$ cat config.mk
export PLATFORM = sky130hd
export DESIGN_NAME = bbr_queue
export DESIGN_NICKNAME = d
export VERILOG_FILES = /design/src/design/bbr_pkg.sv /design/src/design/bbr_queue.sv
export SDC_FILE = /design/constraint.sdc
export NUM_CORES = 1
export LEC_CHECK = 0
export BUFFER_PORTS_ARGS = -buffer_cell sky130_fd_sc_hd__buf_2
export CORE_MARGIN = 2
export CORE_UTILIZATION = 55
export CTS_BUF_LIST = sky130_fd_sc_hd__clkbuf_4
export DETAILED_ROUTE_END_ITERATION = 12
export PLACE_DENSITY_LB_ADDON = 0.1
export SETUP_SLACK_MARGIN = 0.15
export SKIP_CTS_REPAIR_TIMING = 1
export SYNTH_ARGS = -nofsm -noshare
export SYNTH_HDL_FRONTEND = slang
export SYNTH_SLANG_ARGS = --single-unit
$ cat constraint.sdc
create_clock -name clk_i -period 2.2 [get_ports clk_i]
set_input_delay 0.44 -clock clk_i [delete_from_list [all_inputs] [get_ports clk_i]]
set_output_delay 0.44 -clock clk_i [all_outputs]
set_load 0.02 [all_outputs]
$ cat src/design/bbr_pkg.sv
// Shared constants and types for the RGB box blur block.
package bbr_pkg;

  localparam int MaxWidth  = 512;
  localparam int MaxHeight = 512;
  localparam int MaxWindow = 15;

  localparam int CfgDataW = 10;
  localparam int CfgIdxW  = 2;
  localparam int ChanW    = 8;
  localparam int PixW     = 3 * ChanW;
  localparam int ChanMax  = 255;

  localparam int ResetWidth  = 512;
  localparam int ResetHeight = 512;
  localparam int ResetWindow = 3;

  typedef enum logic [CfgIdxW-1:0] {
    CFG_FRAME_WIDTH  = 2'd0,
    CFG_FRAME_HEIGHT = 2'd1,
    CFG_WINDOW_SIZE  = 2'd2
  } cfg_idx_e;

  typedef enum logic {
    CMD_PIXEL = 1'b0,
    CMD_DRAIN = 1'b1
  } cmd_e;

  typedef enum logic [2:0] {
    BK_IDLE,
    BK_SETUP,
    BK_SCAN,
    BK_FLUSH,
    BK_DIV,
    BK_OUT
  } back_state_e;

endpackage

$ cat src/design/bbr_queue.sv
// Two-entry job queue between the front and back parts.
module bbr_queue
  import bbr_pkg::*;
#(
  parameter int DataW = 8
) (
  input  logic             clk_i,
  input  logic             rst_ni,
  input  logic             push_i,
  input  logic [DataW-1:0] data_i,
  output logic             full_o,
  input  logic             pop_i,
  output logic             valid_o,
  output logic [DataW-1:0] data_o
);

  logic [DataW-1:0] entry_q [2];
  logic             wr_ptr_q, rd_ptr_q;
  logic [1:0]       count_q;

  assign full_o  = (count_q == 2'd2);
  assign valid_o = (count_q != 2'd0);
  assign data_o  = entry_q[rd_ptr_q];

  always_ff @(posedge clk_i) begin
    if (push_i) entry_q[wr_ptr_q] <= data_i;
  end

  always_ff @(posedge clk_i or negedge rst_ni) begin
    if (!rst_ni) begin
      wr_ptr_q <= 1'b0;
      rd_ptr_q <= 1'b0;
      count_q  <= 2'd0;
    end else begin
      if (push_i) wr_ptr_q <= ~wr_ptr_q;
      if (pop_i)  rd_ptr_q <= ~rd_ptr_q;
      if (push_i && !pop_i)      count_q <= count_q + 2'd1;
      else if (pop_i && !push_i) count_q <= count_q - 2'd1;
    end
  end

endmodule

==> metrics.txt <==
area delta synth->final 22.74%; Synth Cell Area 803.3 um2; Placed Cells 77; total power draw 1.312 mW; HPWL Detailed 818.4 um; die area 1782 um2; largest net degree at the start of global routing 13; Iter 0 DRT Violations 12; antenna diode count 0; Leakage 0.4297 nW; CP endpoint kind output port; H-tree Lvls 1; outcome completed; nets 81; crit path launch rd_ptr_q; start point of the worst hold path data_i[4]; total wire length 1.138 mm; DRC Markers 0; Tot GR Track Use 15.15%; gp weighted congestion 0.5901; Wirelength per Cell 13.88 um; Clk pwr share 22.7%; Post-Place Setup Slack 0.6100 ns; max cap viols 0; post-synthesis mux area share 14.95%; Post-Syn Instances 41; first-pass GRT wire length 1.973 mm; post-route ant nets 0; cell internal pwr 913.6 uW; Std-Cell Rows 13; Final WS setup 0.2742 ns; sequential share of power 45.5%; VDD IR max 0.7610 mV; combinational share of power 31.8%; Clock Skews 0.01021 ns; syn avg cell area 19.59 um2; core region area 1334 um2; adder-cell share of the synthesized area 1.558%; Root Buffer clkbuf_4; crit path DAT 1.49 ns; vias per inst 5.122; Via Count 420; sw frac 30.37%; P_sw 398.5 uW; clk buf depth 2; vias in the first global route 432; Die Ht 42.22 um; fmax 519.3 MHz; WP data required 1.76 ns; power per cell area 1331 nW/um2; Synth Area in Compound Gates 0%; Synth Area in XOR/XNOR 5.452%; layout cell share with drive strength beyond 1 52.24%; Worst Hold Slack 0.3146 ns; TritonRoute pass-1 iters 4; Post-Layout Cell Count 82; largest family of logic cells by synthesized area multiplexers; final design instance area without fill 985.9 um2; Placed Instance Area 923.4 um2; Worst Path Max Fanout 9; Reg clk slew, reported paths 0.12 ns; simple-gate portion of the synthesized area 3.894%; worst setup path class register to output port; Unique masters post-synth 13; #FFs+latches synth 20; Mapped Nets 54; Final period util 87.53%; hold violation total from the final report 0; chip width 42.22 um; clk_lat worst skew 0.30 ns; Fillers 91; RSZ-0062 raised after global routing false; relative slew slack 65.83%; worst r2r src wr_ptr_q; fin crit period 1.926 ns; clock buffer count from CTS 3; # clock sinks 20; initial antenna violation count 0; Critical Path Start Type register; CTS tree yes; setup TNS 0 ns; Core Util, Final 73.92%; Slew @ Worst Pin 0.5125 ns; sequential area share after synthesis 72.27%; top-level I/O count 22; Hold Crit Class input pin to register; Buffers on Ports 21; Initial Util 60.23%; Pins Over Slew Limit 0; total gr overflow 0; final setup vio count 0; Synth warnings 0
-- layout by cell type (no fill, tap or decap), types with 3 or more instances in the layout --
| cell | synthesis | final |
|---|---|---|
| buf_2 | 0 | 21 |
| clkbuf_4 | 0 | 3 |
| dfrtp_1 | 4 | 4 |
| edfxtp_1 | 16 | 16 |
| mux2_4 | 8 | 8 |
| xor2_1 | 4 | 4 |
-- area by class of cell --
type	instances	area (um2)	share of cell area [%]
timing repair buffer	23	122.6	12.44
sequential	20	580.6	58.88
clock inverter	1	30.03	3.046
tap	15	18.77	1.904
clock buffer	3	22.52	2.284
inverter	1	3.754	0.3807
multi-input combinational	19	207.7	21.07
-- worst max-delay path, cell delays in order (launching register included) --
cell     delay, ns
dfrtp_1       0.68
mux2_4        0.34
buf_2         0.16
-- power groups by stage --
stage | Combinational, mW | Clock (mW) | Sequential [mW]
after floorplan | 0.365 | 0 | 0.557
final | 0.417 | 0.297 | 0.598
after global routing | 0.450 | 0.318 | 0.612
after CTS | 0.422 | 0.299 | 0.601
after global placement | 0.415 | 0 | 0.603
after detailed placement | 0.419 | 0 | 0.609
-- synth_stat cells (all sizes together) --
| cell | number | area share (%) |
|---|---|---|
| edfxtp | 16 | 60 |
| mux2 | 8 | 15 |
| dfrtp | 4 | 12 |
| xor2 | 4 | 4.4 |
| and2 | 1 | 0.78 |
| and2b | 1 | 1.1 |
| buf | 1 | 1.4 |
| ha | 1 | 1.6 |
| inv | 1 | 0.47 |
| nor2 | 1 | 0.47 |
| nor2b | 1 | 0.78 |
| or2 | 1 | 0.78 |
| xnor2 | 1 | 1.1 |
-- layer usage --
metal  global-route usage [%]  wire (um)
met1                    16.67        423
met2                    27.69        634
met3                    2.586         64
met4                    7.500         16
met5                        0          0
-- final timing paths --
check                                end  slack [ns]  cells after the start
max reg2reg                entry_q[0][5]        1.04                      2
min reg2reg                   count_q[1]        0.50                      1
max                            data_o[7]        0.27                      2
min in group asynchronous       wr_ptr_q        0.46                      2
max in group asynchronous     count_q[0]        1.63                      2
min                        entry_q[1][4]        0.31                      1
-- sequential cells by signal, indices dropped and copies added, names as in the netlist --
| register | flops |
|---|---|
| wr_ptr_q | 1 |
| count_q | 2 |
| rd_ptr_q | 1 |
| entry_q | 16 |
-- cells by family (layout without fill, tap and decap cells) --
kind of cell  count (synthesis)  count (layout)
xor+xnor                      5               5
fa+ha+maj                     1               1
mux                           8               8
flops                        20              20
buf+inv                       2              28
simple gates                  5               5
Power figures use the tool's default switching activity.
