--- src/design/bbr_pkg.sv ---
// Shared constants and types for the RGB box blur block.
package bbr_pkg;

  localparam int MaxWidth  = 512;
  localparam int MaxHeight = 512;
  localparam int MaxWindow = 15;

  localparam int CfgDataW = 10;
  localparam int CfgIdxW  = 2;
  localparam int ChanW    = 8;
  localparam int PixW     = 3 * ChanW;
  localparam int ChanMax  = 255;

  localparam int ResetWidth  = 512;
  localparam int ResetHeight = 512;
  localparam int ResetWindow = 3;

  typedef enum logic [CfgIdxW-1:0] {
    CFG_FRAME_WIDTH  = 2'd0,
    CFG_FRAME_HEIGHT = 2'd1,
    CFG_WINDOW_SIZE  = 2'd2
  } cfg_idx_e;

  typedef enum logic {
    CMD_PIXEL = 1'b0,
    CMD_DRAIN = 1'b1
  } cmd_e;

  typedef enum logic [2:0] {
    BK_IDLE,
    BK_SETUP,
    BK_SCAN,
    BK_FLUSH,
    BK_DIV,
    BK_OUT
  } back_state_e;

endpackage

--- src/design/bbr_front.sv ---
// Front part: takes pixels, writes the line store, tracks positions, issues output jobs.
module bbr_front
  import bbr_pkg::*;
#(
  parameter int MAX_WIDTH  = MaxWidth,
  parameter int MAX_HEIGHT = MaxHeight,
  parameter int MAX_WINDOW = MaxWindow
) (
  input  logic                                  clk_i,
  input  logic                                  rst_ni,
  input  logic                                  restart_i,
  input  logic [$clog2(MAX_WIDTH+1)-1:0]        width_i,
  input  logic [$clog2(MAX_HEIGHT+1)-1:0]       height_i,
  input  logic [$clog2(MAX_WINDOW+1)-1:0]       size_i,
  input  logic                                  in_valid_i,
  output logic                                  in_ready_o,
  input  logic                                  command_i,
  input  logic [ChanW-1:0]                      red_in_i,
  input  logic [ChanW-1:0]                      green_in_i,
  input  logic [ChanW-1:0]                      blue_in_i,
  output logic                                  mem_we_o,
  output logic [$clog2(MAX_WINDOW*MAX_WIDTH)-1:0] mem_waddr_o,
  output logic [PixW-1:0]                       mem_wdata_o,
  output logic                                  job_push_o,
  output logic [$clog2(MAX_WINDOW*MAX_WIDTH)+$clog2(MAX_HEIGHT)+$clog2(MAX_WIDTH):0] job_o,
  input  logic                                  job_full_i,
  input  logic                                  pending_i
);

  localparam int Depth = MAX_WINDOW * MAX_WIDTH;
  localparam int AW    = $clog2(Depth);
  localparam int RowW  = $clog2(MAX_HEIGHT);
  localparam int ColW  = $clog2(MAX_WIDTH);
  localparam int SzW   = $clog2(MAX_WINDOW + 1);
  localparam int M1    = (RowW > ColW) ? RowW : ColW;
  localparam int PW    = ((M1 > SzW) ? M1 : SzW) + 1;

  logic [RowW-1:0] in_row_q, in_row_d, out_row_q, out_row_d, in_row_n;
  logic [ColW-1:0] in_col_q, in_col_d, out_col_q, out_col_d, in_col_n;
  logic [AW-1:0]   waddr_q, waddr_d, oaddr_q, oaddr_d, waddr_n;
  logic            rcv_q, rcv_d, rcv_n;
  logic            take, wr, ready_out, last;
  logic [ColW:0]   col_inc;
  logic [RowW:0]   row_inc;
  logic [SzW-1:0]  half;
  logic [PW-1:0]   tr, tc, tr_full, tc_full, hm1, wm1;

  assign half       = size_i >> 1;
  assign in_ready_o = !job_full_i && !(pending_i && !rcv_q &&
                      (in_row_q == '0) && (in_col_q == '0));
  assign take       = in_valid_i && in_ready_o;
  assign wr         = take && (command_i == CMD_PIXEL) && !rcv_q;

  assign mem_we_o    = wr;
  assign mem_waddr_o = waddr_q;
  assign mem_wdata_o = {blue_in_i, green_in_i, red_in_i};

  always_comb begin
    col_inc  = {1'b0, in_col_q} + 1'b1;
    row_inc  = {1'b0, in_row_q} + 1'b1;
    in_col_n = in_col_q;
    in_row_n = in_row_q;
    rcv_n    = rcv_q;
    waddr_n  = waddr_q;
    if (wr) begin
      waddr_n = (waddr_q == AW'(Depth - 1)) ? '0 : waddr_q + 1'b1;
      if (col_inc >= (ColW+1)'(width_i)) begin
        in_col_n = '0;
        if (row_inc >= (RowW+1)'(height_i)) begin
          in_row_n = '0;
          rcv_n    = 1'b1;
        end else begin
          in_row_n = row_inc[RowW-1:0];
        end
      end else begin
        in_col_n = col_inc[ColW-1:0];
      end
    end
  end

  always_comb begin
    hm1     = PW'(height_i) - 1'b1;
    wm1     = PW'(width_i) - 1'b1;
    tr_full = PW'(out_row_q) + PW'(half);
    tc_full = PW'(out_col_q) + PW'(half);
    tr      = (tr_full < hm1) ? tr_full : hm1;
    tc      = (tc_full < wm1) ? tc_full : wm1;
    ready_out = rcv_n || (PW'(in_row_n) > tr) ||
                ((PW'(in_row_n) == tr) && (PW'(in_col_n) > tc));
    last = (PW'(out_row_q) == hm1) && (PW'(out_col_q) == wm1);
  end

  assign job_push_o = take && ready_out;
  assign job_o      = {oaddr_q, out_row_q, out_col_q, last};

  always_comb begin
    in_row_d  = in_row_q;
    in_col_d  = in_col_q;
    rcv_d     = rcv_q;
    waddr_d   = waddr_q;
    out_row_d = out_row_q;
    out_col_d = out_col_q;
    oaddr_d   = oaddr_q;
    if (restart_i) begin
      in_row_d  = '0;
      in_col_d  = '0;
      rcv_d     = 1'b0;
      waddr_d   = '0;
      out_row_d = '0;
      out_col_d = '0;
      oaddr_d   = '0;
    end else if (take) begin
      in_row_d = in_row_n;
      in_col_d = in_col_n;
      rcv_d    = rcv_n;
      waddr_d  = waddr_n;
      if (job_push_o) begin
        if (last) begin
          in_row_d  = '0;
          in_col_d  = '0;
          rcv_d     = 1'b0;
          waddr_d   = '0;
          out_row_d = '0;
          out_col_d = '0;
          oaddr_d   = '0;
        end else begin
          oaddr_d = (oaddr_q == AW'(Depth - 1)) ? '0 : oaddr_q + 1'b1;
          if (PW'(out_col_q) == wm1) begin
            out_col_d = '0;
            out_row_d = out_row_q + 1'b1;
          end else begin
            out_col_d = out_col_q + 1'b1;
          end
        end
      end
    end
  end

  always_ff @(posedge clk_i or negedge rst_ni) begin
    if (!rst_ni) begin
      in_row_q  <= '0;
      in_col_q  <= '0;
      rcv_q     <= 1'b0;
      waddr_q   <= '0;
      out_row_q <= '0;
      out_col_q <= '0;
      oaddr_q   <= '0;
    end else begin
      in_row_q  <= in_row_d;
      in_col_q  <= in_col_d;
      rcv_q     <= rcv_d;
      waddr_q   <= waddr_d;
      out_row_q <= out_row_d;
      out_col_q <= out_col_d;
      oaddr_q   <= oaddr_d;
    end
  end

endmodule

--- config.mk ---
export PLATFORM = sky130hd
export DESIGN_NAME = bbr_front
export DESIGN_NICKNAME = d
export VERILOG_FILES = /design/src/design/bbr_pkg.sv /design/src/design/bbr_front.sv
export SDC_FILE = /design/constraint.sdc
export NUM_CORES = 1
export LEC_CHECK = 0
export BUFFER_PORTS_ARGS = -buffer_cell sky130_fd_sc_hd__buf_2
export CAP_MARGIN = 20
export CORE_ASPECT_RATIO = 0.5
export CORE_UTILIZATION = 45
export DETAILED_ROUTE_END_ITERATION = 6
export PLACE_DENSITY_LB_ADDON = 0.12
export SLEW_MARGIN = 20
export SYNTH_ARGS = -nofsm -noshare
export SYNTH_HDL_FRONTEND = slang
export SYNTH_SLANG_ARGS = --single-unit
--- constraint.sdc ---
create_clock -name clk_i -period 9.1 [get_ports clk_i]
set_clock_uncertainty 0.2 [all_clocks]
set_input_delay 1.82 -clock clk_i [delete_from_list [all_inputs] [get_ports clk_i]]
set_output_delay 1.82 -clock clk_i [all_outputs]
set_load 0.005 [all_outputs]
==> out/results.ini <==
[outcome]
outcome = complete, no violations

[place]
port_buffers = 77
place_inst = 1096
dp_hpwl_um = 15000
placed_cell_area_mm2 = 0.00739
globalplace.congestion = 0.891

[setup_path]
cpLargestDelayFamily = compound AO/OA/AOI/OAI gates
cp_common_cell = ha_1
cp_max_fo = 10
worstPathRequired_ns = 7.08
cpMaxStageDelayCell = or4b_2
path_cells = buf_2, ha_1, a21o_1, a21oi_1, nor2_1, xor2_1, ha_1, a2111oi_0, o21ai_1, o22ai_1, buf_4, mux2_2, ha_1, a21oi_1, nor2b_1, o21ai_0, or4b_2, o2111a_1, o31ai_4, inv_2, buf_2
path_buf_inv = 4
cp.arrival_ns = 6.71
start_kind = input pin
critical-path-max-stage-delay_ns = 0.62
worstSetupPathType = input pin to primary output
crit_path_end_kind = primary output

[yosys]
synth_cells = 872
ys_types = 73
seq_area_frac_synth_pct = 22.5
synth_edf_count = 0
syn_nets = 1001
ys_ff_latch = 63
synthArstFlopShare_pct = 100
synth_ff_type = dfrtp_1
netlist_area_mm2 = 0.00701
synth_warnings = 0
syn_avg_cell_area_um2 = 8.03

[grt]
grt_use_total_pct = 24.8
grt_pass1_wl_um = 31600
grt_start_max_net_pins = 64
antenna_found_initial = 1
grt_pass1_vias = 5968
grt_overflow = 0

[pwr]
vdd_ir_drop_max_v = 0.0000803
power.leakage_uw = 0.00357
powerDensity_mw_per_mm2 = 98.7
finalPower_uw = 761

[final_layout]
instances_no_fill = 1111
layout-area-overhead-vs-synth_pct = 10.1
drive_gt1_share_pct = 14.7
diodes = 0
fillers = 1450
layout_common_cells = buf_2 (77), nand2_1 (73), ha_1 (72)
final_common_cell = buf_2
layout.nets = 1038
design_area_mm2 = 0.00771

[route]
first_pass_iters = 5
drc = 0
vias = 6644
drt_iter0_drc = 543
vias_per_cell = 5.98
wl_um = 19600
wire_per_inst_um = 17.6
drtAntennaViolNets = 0

[worst_hold_path]
hp-class = register to register

[clocking]
cts_tree = yes
clock-sinks = 63
ctsResizeCount = 0
cts_max_level = 3
clock_path_buffers = 2
numCtsBuffers = 9
cts_setup_buffers = 0
clk_pin_slew_ns = 0.06
cts.hold.buffers_added = 0
clk_latency_ns = 0.34
cts-root-buf = clkbuf_16

[die]
start_util_pct = 47.3
core_area_mm2 = 0.0148
io_pins = 127
row_count = 31
fp.dieH_um = 90.2
dieArea_mm2 = 0.0161
dieWidth_um = 178

[sta]
setup-tns-final_ns = 0
max_slew_margin_pct = 41.5
tightest_slew_ns = 0.877
finalSetupViolCount = 0
fin_crit_ns = 8.73
holdWs_ns = 0.299
final_max_slew_viol_count = 0
max_freq_ghz = 0.114
hold_viol = 0
rsz0062_at_grt = no
finalCritPeriodShare_pct = 96.0

[job]
maxCapViolations = 0

==> synth_stat cells, types with 10 or more instances <==
| cell | count | area [µm²] |
|---|---|---|
| a211oi_1 | 11 | 82.6 |
| a21oi_1 | 37 | 185 |
| a22o_1 | 18 | 158 |
| a31oi_1 | 10 | 62.6 |
| and3_1 | 16 | 100 |
| buf_4 | 26 | 195 |
| clkbuf_1 | 28 | 105 |
| dfrtp_1 | 63 | 1580 |
| ha_1 | 72 | 901 |
| inv_1 | 64 | 240 |
| mux2i_1 | 10 | 100 |
| nand2_1 | 73 | 274 |
| nand2b_1 | 15 | 93.8 |
| nand3_1 | 49 | 245 |
| nand4_1 | 26 | 163 |
| nor2_1 | 50 | 188 |
| nor2b_1 | 10 | 62.6 |
| nor3_1 | 19 | 95.1 |
| o211ai_1 | 12 | 90.1 |
| o21ai_0 | 38 | 190 |
| o21ai_1 | 18 | 90.1 |
| xnor2_1 | 43 | 377 |
| xor2_1 | 18 | 158 |
==> per-stage QoR <==
step | setup WS (ns) | util, %
CTS | 0.325 | 52.0
floorplan | 0.496 | -
detailed placement | 0.373 | 49.9
global route | 0.0188 | 52.1
finish | 0.365 | 52.1
global placement | 0.439 | 49.9
==> path summary, 6_finish.rpt <==
check | startpoint | endpoint | slack, ns | depth (start not counted)
max | size_i[2] | job_push_o | 0.37 | 21
min | mem_waddr_o[11] | mem_waddr_o[11] | 0.30 | 1
max reg2reg | in_col_q[0] | in_row_q[2] | 2.37 | 21
min reg2reg | mem_waddr_o[11] | mem_waddr_o[11] | 0.30 | 1
max in group asynchronous | rst_ni | out_col_q[7] | 6.65 | 2
min in group asynchronous | rst_ni | mem_waddr_o[9] | 1.47 | 2
==> registers in the layout, summed over array words and instances, names as in the netlist <==
| signal | flops |
|---|---|
| out_col_q | 9 |
| in_col_q | 9 |
| oaddr_q | 13 |
| in_row_q | 9 |
| out_row_q | 9 |
| mem_waddr_o | 13 |
| rcv_q | 1 |
==> layout make-up <==
class	instances	area (µm²)	area share, %
multi-input combinational	680	4860	63.0
sequential	63	1580	20.4
timing repair buffer	88	468	6.07
clock inverter	4	70.1	0.909
inverter	67	251	3.26
clock buffer	11	243	3.15
tap	198	248	3.21
==> per-layer routing <==
layer	share of wire, %	GRT usage [%]
met1	53	39.4
met2	40	34.0
met3	6.6	4.82
met4	0.80	4.38
met5	0	0
==> logic make-up (layout without fill, tap and decap cells) <==
logic type	Yosys count	in the layout	share of synthesized area [%]
and+or+nand+nor	315	315	23.9
AOI/OAI and AO/OA	212	212	20.9
buffers and inverters	129	170	8.45
adders and majority gates	74	74	13.4
xor gates and xnor gates	64	64	8.59
DFF	63	63	22.5
muxes	15	15	2.23
==> power breakdown <==
group | switching [µW] | total (µW) | internal (µW)
sequential | 1.48 | 283 | 281
clock | 133 | 378 | 245
combinational | 65.2 | 100 | 35.1
Note: power is estimated with default switching activity, not from simulation.
